## src/sv/bmmn_pkg.sv

```systemverilog
// ----------------------------------------------------------------------------
// bmmn_pkg
// Shared types and constants of the block min-max normalizer.
// ----------------------------------------------------------------------------
package bmmn_pkg;

   localparam int LEVEL_BITS = 32;
   localparam int DIV_CNT_W  = 6;

   typedef struct packed {
      logic fill_en;
      logic rd_start;
      logic rd_next;
      logic div_start;
      logic out_load;
   } cmd_type;

   typedef struct packed {
      logic fill_last;
      logic rd_last;
      logic div_done;
      logic out_free;
   } sts_type;

endpackage

```

## src/sv/block_minmax_normalizer_unit.sv

```systemverilog
// ----------------------------------------------------------------------------
// block_minmax_normalizer_unit
// Collects a block of samples, then emits each sample scaled so that the
// block minimum maps to 0 and the block maximum to full scale.
// ----------------------------------------------------------------------------
//   channel   direction  handshake            payload
//   req       in         req_valid/req_ready  req_sample
//   rsp       out        rsp_valid/rsp_ready  rsp_level, rsp_block_end
//
// Samples are taken one per cycle while a block fills.
// Each level passes through operand setup, the serial divider with one
// step per quotient bit, the divider's done flag and output load.
// No sample is taken while a block's results are being computed.
// Output stalls hold the sequencer; the final level may wait while the
// next block fills. Synchronous reset, no clearing pass.
// ----------------------------------------------------------------------------
module block_minmax_normalizer_unit #(
   parameter int BLOCK_SIZE  = 64,
   parameter int SAMPLE_BITS = 12
) (
   input  logic                             clock,
   input  logic                             reset,
   input  logic                             req_valid,
   output logic                             req_ready,
   input  logic [SAMPLE_BITS-1:0]           req_sample,
   output logic                             rsp_valid,
   input  logic                             rsp_ready,
   output logic [bmmn_pkg::LEVEL_BITS-1:0]  rsp_level,
   output logic                             rsp_block_end
);

   bmmn_pkg::cmd_type cmd;
   bmmn_pkg::sts_type sts;

   bmmn_ctrl u_ctrl (
      .clock     (clock),
      .reset     (reset),
      .req_valid (req_valid),
      .sts       (sts),
      .cmd       (cmd),
      .req_ready (req_ready)
   );

   bmmn_datapath #(
      .BLOCK_SIZE  (BLOCK_SIZE),
      .SAMPLE_BITS (SAMPLE_BITS)
   ) u_datapath (
      .clock         (clock),
      .reset         (reset),
      .req_sample    (req_sample),
      .cmd           (cmd),
      .rsp_ready     (rsp_ready),
      .sts           (sts),
      .rsp_valid     (rsp_valid),
      .rsp_level     (rsp_level),
      .rsp_block_end (rsp_block_end)
   );

endmodule

```

## src/sv/bmmn_div.sv

```systemverilog
// ----------------------------------------------------------------------------
// bmmn_div
// Serial restoring divider, one quotient bit per cycle. The upper dividend
// part must be below the divisor, so the quotient fits LEVEL_BITS.
// ----------------------------------------------------------------------------
module bmmn_div #(
   parameter int SAMPLE_BITS = 12
) (
   input  logic                             clock,
   input  logic                             reset,
   input  logic                             start,
   input  logic [SAMPLE_BITS-1:0]           dividend_hi,
   input  logic [bmmn_pkg::LEVEL_BITS-1:0]  dividend_lo,
   input  logic [SAMPLE_BITS-1:0]           divisor,
   output logic                             done,
   output logic [bmmn_pkg::LEVEL_BITS-1:0]  quotient
);

   logic [SAMPLE_BITS-1:0]          rem_ff, rem_in;
   logic [bmmn_pkg::LEVEL_BITS-1:0] quo_ff, quo_in;
   logic [bmmn_pkg::DIV_CNT_W-1:0]  cnt_ff, cnt_in;
   logic                            done_ff, done_in;
   logic [SAMPLE_BITS:0]            shifted;
   logic [SAMPLE_BITS:0]            trial;
   logic                            ge;

   assign shifted = {rem_ff, quo_ff[bmmn_pkg::LEVEL_BITS-1]};
   assign trial   = shifted - {1'b0, divisor};
   assign ge      = !trial[SAMPLE_BITS];

   always_comb begin
      rem_in  = rem_ff;
      quo_in  = quo_ff;
      cnt_in  = cnt_ff;
      done_in = 1'b0;
      if (start) begin
         rem_in = dividend_hi;
         quo_in = dividend_lo;
         cnt_in = bmmn_pkg::DIV_CNT_W'(bmmn_pkg::LEVEL_BITS);
      end else if (cnt_ff != '0) begin
         rem_in  = ge ? trial[SAMPLE_BITS-1:0] : shifted[SAMPLE_BITS-1:0];
         quo_in  = {quo_ff[bmmn_pkg::LEVEL_BITS-2:0], ge};
         cnt_in  = cnt_ff - 1'b1;
         done_in = (cnt_ff == bmmn_pkg::DIV_CNT_W'(1));
      end
   end

   always_ff @(posedge clock) begin
      rem_ff <= rem_in;
      quo_ff <= quo_in;
      if (reset) begin
         cnt_ff  <= '0;
         done_ff <= 1'b0;
      end else begin
         cnt_ff  <= cnt_in;
         done_ff <= done_in;
      end
   end

   assign done     = done_ff;
   assign quotient = quo_ff;

endmodule

```

## src/sv/bmmn_datapath.sv

```systemverilog
// ----------------------------------------------------------------------------
// bmmn_datapath
// Sample store, min/max tracking, operand setup, divider and output register.
// ----------------------------------------------------------------------------
module bmmn_datapath #(
   parameter int BLOCK_SIZE  = 64,
   parameter int SAMPLE_BITS = 12
) (
   input  logic                             clock,
   input  logic                             reset,
   input  logic [SAMPLE_BITS-1:0]           req_sample,
   input  bmmn_pkg::cmd_type                cmd,
   input  logic                             rsp_ready,
   output bmmn_pkg::sts_type                sts,
   output logic                             rsp_valid,
   output logic [bmmn_pkg::LEVEL_BITS-1:0]  rsp_level,
   output logic                             rsp_block_end
);

   localparam int IDX_W = (BLOCK_SIZE > 1) ? $clog2(BLOCK_SIZE) : 1;
   localparam int NUM_W = SAMPLE_BITS + bmmn_pkg::LEVEL_BITS;

   logic [SAMPLE_BITS-1:0]          store_mem [BLOCK_SIZE];
   logic [SAMPLE_BITS-1:0]          rd_data_ff;
   logic [IDX_W-1:0]                fill_ff, fill_in;
   logic [IDX_W-1:0]                rd_idx_ff, rd_addr;
   logic                            rd_en;
   logic [SAMPLE_BITS-1:0]          min_ff, min_in;
   logic [SAMPLE_BITS-1:0]          max_ff, max_in;
   logic [SAMPLE_BITS-1:0]          span;
   logic [SAMPLE_BITS-1:0]          offset;
   logic [NUM_W-1:0]                numer;
   logic                            div_done;
   logic [bmmn_pkg::LEVEL_BITS-1:0] quotient;
   logic                            valid_ff, valid_in;
   logic [bmmn_pkg::LEVEL_BITS-1:0] level_ff;
   logic                            end_ff;
   logic                            fill_last;
   logic                            rd_last;

   assign fill_last = (fill_ff == IDX_W'(BLOCK_SIZE - 1));
   assign rd_last   = (rd_idx_ff == IDX_W'(BLOCK_SIZE - 1));

   // fill counter and min/max
   always_comb begin
      fill_in = fill_ff;
      min_in  = min_ff;
      max_in  = max_ff;
      if (cmd.fill_en) begin
         fill_in = fill_last ? '0 : fill_ff + 1'b1;
         if (fill_ff == '0) begin
            min_in = req_sample;
            max_in = req_sample;
         end else begin
            if (req_sample < min_ff) min_in = req_sample;
            if (req_sample > max_ff) max_in = req_sample;
         end
      end
   end

   always_ff @(posedge clock) begin
      if (reset) begin
         fill_ff <= '0;
         min_ff  <= '0;
         max_ff  <= '0;
      end else begin
         fill_ff <= fill_in;
         min_ff  <= min_in;
         max_ff  <= max_in;
      end
   end

   // store
   assign rd_en   = cmd.rd_start || cmd.rd_next;
   assign rd_addr = cmd.rd_start ? '0 : rd_idx_ff + 1'b1;

   always_ff @(posedge clock) begin
      if (cmd.fill_en) begin
         store_mem[fill_ff] <= req_sample;
      end
      if (rd_en) begin
         rd_data_ff <= store_mem[rd_addr];
      end
   end

   always_ff @(posedge clock) begin
      if (reset) begin
         rd_idx_ff <= '0;
      end else if (rd_en) begin
         rd_idx_ff <= rd_addr;
      end
   end

   // offset * (2^32 - 1) / span
   assign span   = max_ff - min_ff;
   assign offset = rd_data_ff - min_ff;
   assign numer  = {offset, {bmmn_pkg::LEVEL_BITS{1'b0}}} - NUM_W'(offset);

   bmmn_div #(
      .SAMPLE_BITS (SAMPLE_BITS)
   ) u_div (
      .clock       (clock),
      .reset       (reset),
      .start       (cmd.div_start),
      .dividend_hi (numer[NUM_W-1:bmmn_pkg::LEVEL_BITS]),
      .dividend_lo (numer[bmmn_pkg::LEVEL_BITS-1:0]),
      .divisor     (span),
      .done        (div_done),
      .quotient    (quotient)
   );

   // output register
   always_comb begin
      valid_in = valid_ff;
      if (cmd.out_load) begin
         valid_in = 1'b1;
      end else if (rsp_ready) begin
         valid_in = 1'b0;
      end
   end

   always_ff @(posedge clock) begin
      if (cmd.out_load) begin
         level_ff <= (span == '0) ? '0 : quotient;
         end_ff   <= rd_last;
      end
      if (reset) begin
         valid_ff <= 1'b0;
      end else begin
         valid_ff <= valid_in;
      end
   end

   assign sts.fill_last = fill_last;
   assign sts.rd_last   = rd_last;
   assign sts.div_done  = div_done;
   assign sts.out_free  = !valid_ff || rsp_ready;

   assign rsp_valid     = valid_ff;
   assign rsp_level     = level_ff;
   assign rsp_block_end = end_ff;

endmodule

```

## src/sv/bmmn_ctrl.sv

```systemverilog
// ----------------------------------------------------------------------------
// bmmn_ctrl
// Sequencer: collect a block, then run one division per stored sample.
// ----------------------------------------------------------------------------
module bmmn_ctrl (
   input  logic              clock,
   input  logic              reset,
   input  logic              req_valid,
   input  bmmn_pkg::sts_type sts,
   output bmmn_pkg::cmd_type cmd,
   output logic              req_ready
);

   localparam logic [1:0] ST_COLLECT = 2'd0;
   localparam logic [1:0] ST_LOAD    = 2'd1;
   localparam logic [1:0] ST_DIV     = 2'd2;
   localparam logic [1:0] ST_PUT     = 2'd3;

   logic [1:0] state_ff, state_in;

   always_comb begin
      state_in = state_ff;
      cmd      = '0;
      unique case (state_ff)
         ST_COLLECT: begin
            cmd.fill_en = req_valid;
            if (req_valid && sts.fill_last) begin
               cmd.rd_start = 1'b1;
               state_in     = ST_LOAD;
            end
         end
         ST_LOAD: begin
            cmd.div_start = 1'b1;
            state_in      = ST_DIV;
         end
         ST_DIV: begin
            if (sts.div_done) state_in = ST_PUT;
         end
         ST_PUT: begin
            if (sts.out_free) begin
               cmd.out_load = 1'b1;
               if (sts.rd_last) begin
                  state_in = ST_COLLECT;
               end else begin
                  cmd.rd_next = 1'b1;
                  state_in    = ST_LOAD;
               end
            end
         end
         default: state_in = ST_COLLECT;
      endcase
   end

   always_ff @(posedge clock) begin
      if (reset) begin
         state_ff <= ST_COLLECT;
      end else begin
         state_ff <= state_in;
      end
   end

   assign req_ready = (state_ff == ST_COLLECT);

endmodule

```

## config.mk

```make
export PLATFORM = sky130hd
export DESIGN_NAME = block_minmax_normalizer_unit
export DESIGN_NICKNAME = d
export VERILOG_FILES = /design/src/sv/bmmn_pkg.sv /design/src/sv/block_minmax_normalizer_unit.sv /design/src/sv/bmmn_div.sv /design/src/sv/bmmn_datapath.sv /design/src/sv/bmmn_ctrl.sv
export SDC_FILE = /design/constraint.sdc
export NUM_CORES = 1
export LEC_CHECK = 0
export BUFFER_PORTS_ARGS = -buffer_cell sky130_fd_sc_hd__buf_2
export CORE_UTILIZATION = 40
export CTS_CLUSTER_DIAMETER = 80
export DETAILED_ROUTE_END_ITERATION = 7
export MAX_ROUTING_LAYER = met4
export PLACE_DENSITY_LB_ADDON = 0.3
export SKIP_CTS_REPAIR_TIMING = 1
export SLEW_MARGIN = 10
export SYNTH_ARGS = -nofsm -noshare
export SYNTH_HDL_FRONTEND = slang
export SYNTH_SLANG_ARGS = --single-unit
export TNS_END_PERCENT = 30
```

## constraint.sdc

```tcl
create_clock -name clock -period 10.6 [get_ports clock]
set_clock_uncertainty 0.2 [all_clocks]
set_input_delay 0.53 -clock clock [delete_from_list [all_inputs] [get_ports clock]]
set_output_delay 0.53 -clock clock [all_outputs]
set_load 0.05 [all_outputs]
```

Word level (Yosys, flattened, before mapping):

Memories as Yosys holds them, arrays and structs flattened. A register that Yosys moved wholly into a read port is not among the register bits.
Index checks and enable logic that the tools add are counted.

* register bits after elaboration: 123
* bits in writable memories: 768
* bits of input ports: 16
* logic and storage cells: 81
* memories kept: 1

Memory list
* u_datapath.store_mem: depth 64, bits a word 12, read ports 1, clocked after Yosys merged registers in 1, write ports 1, line bmmn_datapath.sv:23 `logic [SAMPLE_BITS-1:0] store_mem [BLOCK_SIZE];`

* $add $sub $neg: 7
* order comparisons: 2
* eq/ne operators: 9
* mux-type cells: 30
* bitwise logic cells: 1
* reductions and logical operators: 18

Operators with widths (count)
* $mux W12: 7
* $mux W32: 2
* $sub A44 B12 Y44: 1
* $mux W6: 4
* $sub A12 B12 Y12: 2
* $sub A13 B12 Y13: 1
* $add A6 B1 Y6 const B: 2
* $eq A6 B6 Y1 const B: 2
* $gt A12 B12 Y1: 1
* $logic_not A12 Y1: 1
* $lt A12 B12 Y1: 1
* $mux W1: 12
* $mux W2: 4
* $pmux W2 S4: 1
* $reduce_bool A2 Y1: 4
* $eq A6 B1 Y1 const B: 1
* $logic_not A6 Y1: 1
* $reduce_bool A6 Y1: 1
* $sub A6 B1 Y6 const B: 1
* $eq A2 B2 Y1 const B: 2
* $ne A2 B1 Y1 const B: 2
* $reduce_and A2 Y1: 2
* $reduce_and A3 Y1: 1
* $reduce_or A3 Y1: 1
* 8 further kinds: 10

Depth between registers and ports, before layout:

Gate-level depths: netlist (run 1).

* depth in word-level cells: 6
* mapped depth: 18
* gate-level depth less buffers: 18

Hierarchy:

Synthesis (run 1) repeated with hierarchy kept, for this count alone.

* cells, all modules: 2609
* area, all modules: 39135.0 µm²

Modules (own cells, without submodules)
* bmmn_datapath: times used 1, cells each 2331, area an instance 35994.5 µm², seq. area each 25154.1 µm²
* bmmn_div: times used 1, cells each 253, area an instance 2909.0 µm², seq. area each 1461.4 µm²
* bmmn_ctrl: times used 1, cells each 25, area an instance 231.5 µm², seq. area each 40.0 µm²

Least setup slack after synthesis (run 1):

Ideal clock, no wire load.

* path type: register to register
* start: register u_datapath.min_ff[2]
* end: register u_datapath.u_div.rem_ff[8] (data pin)
* setup time: 0.259 ns
* arrival time: 3.536 ns
* data required time: 10.141 ns
* path slack: 6.605 ns
* stages on the path, launching flop included: 17
* path buffers: 0
* clock period less this slack: 3.995 ns
* cells stage by stage: dfxtp_1 > inv_1 > ha_1 > o21ai_0 > a21oi_1 > o21ai_0 > nand2b_1 > a21o_1 > a21oi_1 > xor2_1 > ha_1 > o41a_1 > o31a_1 > o21ai_4 > a21oi_2 > o31a_1 > o31a_1

* word-level cells in the longest chain between the ends: 5
* elaborated cells between the ends (all ways): 7
* those cells by class: add/sub: 4; mux: 3

RTL lines
* from (decl): line bmmn_datapath.sv:28 `logic [SAMPLE_BITS-1:0] min_ff, min_in;`
* from (signal assigned): line bmmn_datapath.sv:68 `min_ff <= min_in;`
* branches (longest 4 deep; another with $sub A44 B12 Y44)
* $mux W12 (*): line bmmn_div.sv:36 `if (start) begin`
* named net u_datapath.u_div.rem_in[8]: line bmmn_div.sv:19 `logic [SAMPLE_BITS-1:0] rem_ff, rem_in;`
* to (signal assigned): line bmmn_div.sv:49 `rem_ff <= rem_in;`
* to (decl): line bmmn_div.sv:19

Mark *: on every way through the listed nets, which the timed path passes. The select of a mux whose other input is x is not followed.
A chain may end at the register's enable or synchronous reset.

Final worst setup path (run 1):

* start: register u_ctrl.state_ff[0]
* end: register u_datapath.rd_data_ff[5] (read register of u_datapath.store_mem) (data pin)

* word-level cells in the longest chain between the ends: 3
* elaborated cells between the ends (all ways): 6
* those cells by class: eq/ne: 1; mux: 3; reduce/logical: 2

RTL lines
* from (decl): line bmmn_ctrl.sv:19 `logic [1:0] state_ff, state_in;`
* from (signal assigned): line bmmn_ctrl.sv:58 `state_ff <= state_in;`
* $logic_not A2 Y1 or $eq A2 B2 Y1 (tied branches): line bmmn_ctrl.sv:24 `unique case (state_ff)`
* $mux W2 or $mux W1 (tied branches): line bmmn_ctrl.sv:24
* $mux W6 or $logic_or A1 B1 Y1 (tied branches): line bmmn_datapath.sv:75, bmmn_datapath.sv:74
* to (decl): line bmmn_datapath.sv:24 `logic [SAMPLE_BITS-1:0] rd_data_ff;`

Several ways; a longest one is shown, not always the timed one.

==> impl_metrics.json, run 1 <==
{
  "grt_overflow_total": 0,
  "hp-class": "input port to register",
  "switching_share_pct": 27.86,
  "numCtsBuffers": 92,
  "insertion_delay_ps": 680,
  "finalWirelength_um": 98420,
  "finalHoldViolCount": 0,
  "cts_tree": "built",
  "vias_per_cell": 5.844,
  "cp.required_ps": 10890,
  "ir_drop_mv": 0.1513,
  "rsz0062_at_grt": "no",
  "grt_pass1_vias": 23360,
  "netSwitchingPower_mw": 2.588,
  "clock_sinks": 903,
  "synthMuxAreaShare_pct": 1.033,
  "use_met2_pct": 31.59,
  "yosys.area_share.simple_pct": 9.072,
  "arrival_ps": 5570,
  "use_met1_pct": 27.72,
  "chipWidth_um": 312.3,
  "netlist_top_cells_area": "edfxtp_1 67%, a211oi_1 2.4%, dfxtp_1 2.4%",
  "clk_pin_slew_ps": 60,
  "syn-mean-instance-area_um2": 13.70,
  "clkPwrFrac_pct": 34.3,
  "cp-start-kind": "register",
  "synth_flop_cell": "edfxtp_1",
  "p_comb_share_pct": 19.5,
  "area_growth_pct": 11.83,
  "final_nets": 2910,
  "drt-initial-drc-count": 2420,
  "root_buffer": "clkbuf_16",
  "crit_fanout": 97,
  "die_h_um": 312.3,
  "antenna_found_initial": 4,
  "synth_top_family_by_area": "compound AO/OA/AOI/OAI gates",
  "tightest_slew_ps": 1226,
  "fillers": 8285,
  "grt_max_degree": 213,
  "outcome": "finished, final reports clean",
  "r2r_slack_ps": 5320,
  "grt_pass1_wl_um": 147200,
  "maxCapViolCount": 0,
  "worstSetupPathType": "register to register",
  "drc": 0,
  "setup_tns_ps": 0,
  "syn_area_um2": 38510,
  "async_flop_share_pct": 0,
  "start_util_pct": 40.47,
  "clk_path_buf_depth": 3,
  "grt-busiest-layer": "met2",
  "synth_fp_nets": 2897,
  "pre_cts_ws_ps": 5434,
  "wl_per_cell_um": 23.66,
  "postRouteAntennaNets": 0,
  "netlist_instances": 2810,
  "dr.pass1.iters": 7,
  "synth_xor_area_share_pct": 1.043,
  "final_max_slew_viol_count": 0,
  "synth-seq-cells": 903,
  "core-area_um2": 95150,
  "grtUsageTotal_pct": 20.42,
  "fp-row-count": 113,
  "yosys.area.top_type": "edfxtp_1",
  "gp_congestion": 0.9043,
  "layout_common_cells": "857 x edfxtp_1, 235 x nand2_1, 165 x nor2_1, 123 x a211oi_1, 104 x nor2b_1",
  "synth_top_area_share_pct": 66.83,
  "io_buffer_count": 50,
  "setup_viol": 0,
  "use_met3_pct": 3.092,
  "setup_slack_ps": 5324,
  "layout-drive-gt1-share_pct": 10.51,
  "final.min_clock_period_ps": 5276,
  "synth_edf_count": 857,
  "hpwl_um": 59830,
  "num_vias": 24310,
  "power_density_nw_per_um2": 215.7,
  "h-tree-depth": 3,
  "p_leak_nw": 13.66,
  "io-pin-count": 51,
  "timing.final.crit_share_pct": 49.78,
  "synth_compound_area_share_pct": 14.52,
  "power.internal_mw": 6.701,
  "ys_warn_count": 0,
  "slew_headroom_pct": 17.94,
  "synthAdderAreaFrac_pct": 2.365,
  "yosysSeqAreaShare_pct": 69.22,
  "seqPwrFrac_pct": 46.1,
  "clock.fmax_ghz": 0.1895,
  "crit_path_end_kind": "register",
  "die_area_um2": 97510,
  "final_common_cell": "edfxtp_1",
  "synth_cell_types": 83
}
-- cell usage after synthesis (3+ instances only) --
master and count:
and2_1 34, a211oi_1 123, buf_1 6, nor2b_1 105, ha_1 68, or2_2 6, mux2i_1 33, o21ai_0 96
nand3b_1 4, o22ai_1 97, fa_1 3, dfxtp_1 46, nor2_1 179, nor4_1 6, clkbuf_1 116, a211oi_2 3
nor3b_1 5, buf_2 67, o221ai_1 99, edfxtp_1 857, o31a_1 10, o21ai_1 13, o21bai_1 5, a311oi_1 61
xor2_1 18, buf_4 5, xnor2_1 26, a31oi_1 64, nor3_1 33, a21oi_1 51, nand2b_1 38, a221oi_1 14
nand4_1 9, and3_1 9, o21a_1 15, a2111oi_0 4, nand2_1 236, o211ai_1 74, nor3_2 4, a21o_1 17
nand3_1 35, or3_1 7, inv_1 55, mux2_2 6
-- worst paths after layout --
check                            start                        to  depth (start not counted)
hold / removal               rsp_ready      u_datapath.rsp_valid                          4
setup / recovery    u_ctrl.state_ff[0]  u_datapath.rd_data_ff[5]                         11
setup reg to reg    u_ctrl.state_ff[0]  u_datapath.rd_data_ff[5]                         11
hold reg to reg   u_datapath.min_ff[3]      u_datapath.min_ff[3]                          2
-- worst max-delay path, stage by stage, from the launching register on --
cell and delay [ps]:
dfxtp_1 380, inv_1 100, ha_1 310, and3_1 330, and3_1 330, nor2_4 740, buf_4 870, buf_4 730
a211oi_1 140, o21ai_0 480, o21ai_0 200, a221oi_1 230
-- through the flow --
| stage | power [mW] | instance area (µm²) | hold WS [ps] | util (%) | cells |
|---|---|---|---|---|---|
| global placement | 6.074 | 40050 | 258.3 | 42.09 | 3991 |
| detailed placement | 6.145 | 40050 | 260.4 | 42.09 | 3991 |
| floorplan | 5.674 | 38510 | 248.7 | - | 2810 |
| CTS | 9.310 | 43000 | 33.23 | 45.19 | 4155 |
| global route | 9.653 | 43060 | 66.56 | 45.25 | 4159 |
| finish | 9.289 | 43060 | 65.05 | 45.26 | 4160 |
-- state kept, by name, summed over array words and instances, names as in the netlist, 6 cells and up --
register and count:
u_datapath.max_ff 12, u_datapath.u_div.cnt_ff 6, u_datapath.u_div.rem_ff 12, u_datapath.u_div.quotient 32
u_datapath.rd_idx_ff 6, u_datapath.rsp_level 32, u_datapath.min_ff 12, u_datapath.rd_data_ff 12
u_datapath.store_mem 768, u_datapath.fill_ff 6
-- routing by layer --
| layer | vias up | share of wire (%) |
|---|---|---|
| met4 | 0 | 3.0 |
| li1 | 11020 | - |
| met2 | 926 | 47 |
| met3 | 159 | 6.8 |
| met5 | - | 0 |
| met1 | 12210 | 43 |
-- cell families after synthesis --
| kind of cell | Yosys count |
|---|---|
| DFF | 903 |
| AOI/OAI and AO/OA | 777 |
| and+or+nand+nor | 723 |
| buffers and inverters | 252 |
| adders and majority gates | 71 |
| xor gates and xnor gates | 45 |
| muxes | 39 |
-- power by group through the flow --
stage | Combinational (mW) | Clock, mW | Sequential, mW
global route | 1.99 | 3.36 | 4.30
finish | 1.81 | 3.19 | 4.29
global placement | 1.72 | 0 | 4.35
floorplan | 1.36 | 0 | 4.31
detailed placement | 1.79 | 0 | 4.36
CTS | 1.79 | 3.23 | 4.28
-- final cells by class --
type,instances,area (µm²),share of cell area (%)
Antenna cell,2,5.005,0.01162
Clock buffer,112,2399,5.570
Multi-Input combinational cell,1655,10900,25.31
Inverter,56,210.2,0.4881
Clock inverter,52,551.8,1.281
Timing Repair Buffer,115,754.5,1.752
Tap cell,1265,1583,3.676
Sequential cell,903,26660,61.91
(Power assumes the default switching activity.)
==> inputs of run 2 (changes only) <==
--- a/config.mk
+++ b/config.mk
@@ -5,6 +5,7 @@
 export SDC_FILE = /design/constraint.sdc
 export NUM_CORES = 1
 export LEC_CHECK = 0
+export ABC_AREA = 1
 export BUFFER_PORTS_ARGS = -buffer_cell sky130_fd_sc_hd__buf_2
 export CORE_UTILIZATION = 40
 export CTS_CLUSTER_DIAMETER = 80
==> constraint.sdc (replaced) <==
create_clock -name clock -period 4.8 [get_ports clock]
set_clock_uncertainty 0.2 [all_clocks]
set_input_delay 0.24 -clock clock [delete_from_list [all_inputs] [get_ports clock]]
set_output_delay 0.24 -clock clock [all_outputs]
set_load 0.05 [all_outputs]
==> run 2 against run 1 <==
Compared with the run above:
- the run now ends with hold timing left
- highest routed layer unchanged
- clock-buffer cell count up 14
- sequential share of layout area down 0.98 points
- worst hold slack worse by 93 ps
- critical endpoint is now u_datapath.rd_data_ff[0]
- clock power up 130%
- worst setup slack worse by 4600 ps
- synthesized cell count up 12%
==> impl_metrics.json, run 2 <==
{
  "finalWirelength_um": 103100,
  "failed_checks": "hold timing",
  "synth_edf_count": 857,
  "die_h_um": 312.6,
  "setup_tns_ps": 0,
  "area_growth_pct": 13.35,
  "path_cells": "inv_1 -> ha_1 -> nand2_1 -> nor2_8 -> nor2_8 -> clkinv_8 -> buf_12 -> o211ai_1 -> o211ai_1 -> o211ai_1 -> nand3_1 -> nand3_1 -> nand2_1",
  "netlist_instances": 3138,
  "clk_pin_slew_ps": 60,
  "dpl_cell_area_um2": 40540,
  "synth_fp_nets": 3225,
  "crit_top_cell": "o211ai_1",
  "final_common_cell": "edfxtp_1",
  "syn_area_um2": 38590,
  "cts_tree": "built",
  "maxCapViolCount": 0,
  "io-pin-count": 51,
  "drc": 0,
  "hold_ws_ps": -28.27,
  "grt_max_degree": 157,
  "outcome": "complete, but fails checks",
  "pre_cts_ws_ps": 820.4,
  "synth_top_family_by_area": "compound AO/OA/AOI/OAI gates",
  "postRouteAntennaNets": 0,
  "yosysSeqAreaShare_pct": 69.07,
  "cp_top_family": "simple AND/OR/NAND/NOR gates",
  "finalHoldViolCount": 1,
  "p_leak_nw": 14.61,
  "largest-register": "u_datapath.store_mem",
  "antennaDiodeCount": 0,
  "root_buffer": "clkbuf_16",
  "grtUsageTotal_pct": 21.45,
  "synthAdderAreaFrac_pct": 2.360,
  "h-tree-depth": 3,
  "dr.pass1.iters": 8,
  "crit_buf_inv": 3,
  "final.min_clock_period_ps": 4075,
  "rsz0062_at_grt": "no",
  "cp_slowest_cell": "nand2_1",
  "start_util_pct": 40.50,
  "largest_reg_flops": 768,
  "synth_flop_cell": "edfxtp_1",
  "antenna_found_initial": 4,
  "setup_viol": 0,
  "cp.required_ps": 4970,
  "post-route-util_pct": 45.91,
  "setup_slack_ps": 724.8,
  "clock_sinks": 903,
  "finalInstanceArea_um2": 43750,
  "numCtsBuffers": 93,
  "synth.top_cells.by_count": "857 x edfxtp_1, 459 x nor2_1, 372 x o21ai_0, 206 x nand3_1, 186 x nand2_1",
  "synth_most_common_cell": "edfxtp_1",
  "wl_per_cell_um": 22.61,
  "layout-drive-gt1-share_pct": 10.62,
  "num_vias": 25580,
  "worstSetupPathType": "register to register",
  "ir_drop_mv": 0.4550,
  "io_buffer_count": 50,
  "async_flop_share_pct": 0,
  "crit_path_end_kind": "register",
  "die_area_um2": 97730,
  "slew_headroom_pct": 28.69,
  "yosys.area.top_type": "edfxtp_1",
  "hpwl_um": 60760,
  "synthMuxAreaShare_pct": 0,
  "hp-class": "input port to register",
  "slowest_delay_ps": 420,
  "netlist_top_cells_area": "edfxtp_1 67%, o21ai_0 4.8%, nor2_1 4.5%",
  "fillers": 8643,
  "core-area_um2": 95290,
  "vias_per_cell": 5.609,
  "drt-initial-drc-count": 2935,
  "clk_path_buf_depth": 3,
  "tightest_slew_ps": 1066,
  "power.total_mw": 23.07,
  "timing.final.crit_share_pct": 84.90,
  "grt_overflow_total": 0,
  "yosys.area_share.simple_pct": 11.13,
  "final_nets": 3307,
  "insertion_delay_ps": 660,
  "synth_top_area_share_pct": 66.68,
  "gp_congestion": 0.9576,
  "arrival_ps": 4250,
  "power_density_nw_per_um2": 527.3,
  "grt_pass1_wl_um": 154700,
  "final_max_slew_viol_count": 0,
  "synth_compound_area_share_pct": 12.58,
  "synth_xor_area_share_pct": 0.7003,
  "synth_cell_types": 50,
  "synth-seq-cells": 903,
  "cp-start-kind": "register",
  "grt_pass1_vias": 24210,
  "clock.fmax_ghz": 0.2454,
  "syn-mean-instance-area_um2": 12.30,
  "chipWidth_um": 312.6,
  "layout_common_cells": "857 x edfxtp_1, 457 x nor2_1, 372 x o21ai_0, 205 x nand3_1, 185 x nand2_1",
  "fp-row-count": 113,
  "ys_warn_count": 0,
  "crit_fanout": 126
}
run 2: cell count changes in the layout (fill, tap and decap cells not counted), sizes merged, moves of 44 or more:
cell / delta
o211ai: +96
o21ai: +303
nand2: -44
a311oi: -62
nor2: +286
nor2b: -105
buf: +48
nand3: +171
a31oi: -61
a211oi: -125
or2: +67
o22ai: -72
inv: +110
run 2: where the power goes:
| part | total (mW) | internal (mW) | switching, mW |
|---|---|---|---|
| Sequential | 9.56 | 9.33 | 0.221 |
| Clock | 7.26 | 4.21 | 3.04 |
| Combinational | 6.25 | 2.02 | 4.24 |
| Total | 23.1 | 15.6 | 7.50 |
run 2: cell families after synthesis:
kind of cell | Yosys count
flip-flops | 903
AO/OA/AOI/OAI | 795
buffers and inverters | 360
adder cells (fa/ha/maj) | 71
AND/OR/NAND/NOR | 979
XOR/XNOR | 30
run 2: worst register-to-register path: stages (launching register included):
cell and delay (ps):
dfxtp_1 400, inv_1 90, ha_1 240, nand2_1 420, nor2_8 130, nor2_8 210, clkinv_8 300, buf_12 400
o211ai_1 380, o211ai_1 210, o211ai_1 170, nand3_1 190, nand3_1 280, nand2_1 170
run 2: layer usage:
| layer | part of all wire (%) | GRT usage (%) | routed length (µm) | vias up |
|---|---|---|---|---|
| li1 | - | - | - | 11740 |
| met1 | 45 | 30.57 | 46250 | 12760 |
| met2 | 46 | 32.33 | 47220 | 939 |
| met3 | 6.8 | 2.733 | 7001 | 149 |
| met4 | 2.6 | 5.965 | 2666 | 0 |
| met5 | 0 | - | 0 | - |
run 2: layout make-up:
class / count / area [µm²] / share of cell area [%]
Timing Repair Buffer: 177 / 1376 / 3.146
Tap cell: 1265 / 1583 / 3.618
Inverter: 170 / 658.1 / 1.504
Sequential cell: 903 / 26660 / 60.93
Multi-Input combinational cell: 1875 / 10410 / 23.80
Clock inverter: 45 / 518.0 / 1.184
Clock buffer: 126 / 2544 / 5.815
run 2: final timing paths:
check	startpoint	to	slack (ps)	cells past startpoint
worst max-delay path	u_ctrl.state_ff[0]	u_datapath.rd_data_ff[0]	720	13
worst min-delay path	rsp_ready	u_ctrl.state_ff[1]	-30	5
worst max register to register	u_ctrl.state_ff[0]	u_datapath.rd_data_ff[0]	720	13
worst min register to register	u_datapath.u_div.cnt_ff[3]	u_datapath.u_div.cnt_ff[3]	290	2
run 2: stage by stage:
step / hold WS (ps) / std cells
4_1_cts: -298.2 / 4547
3_3_place_gp: 268.2 / 4376
5_1_grt: 13.19 / 4561
2_1_floorplan: 138.9 / 3138
3_5_place_dp: 281.8 / 4376
6_report: -28.27 / 4561
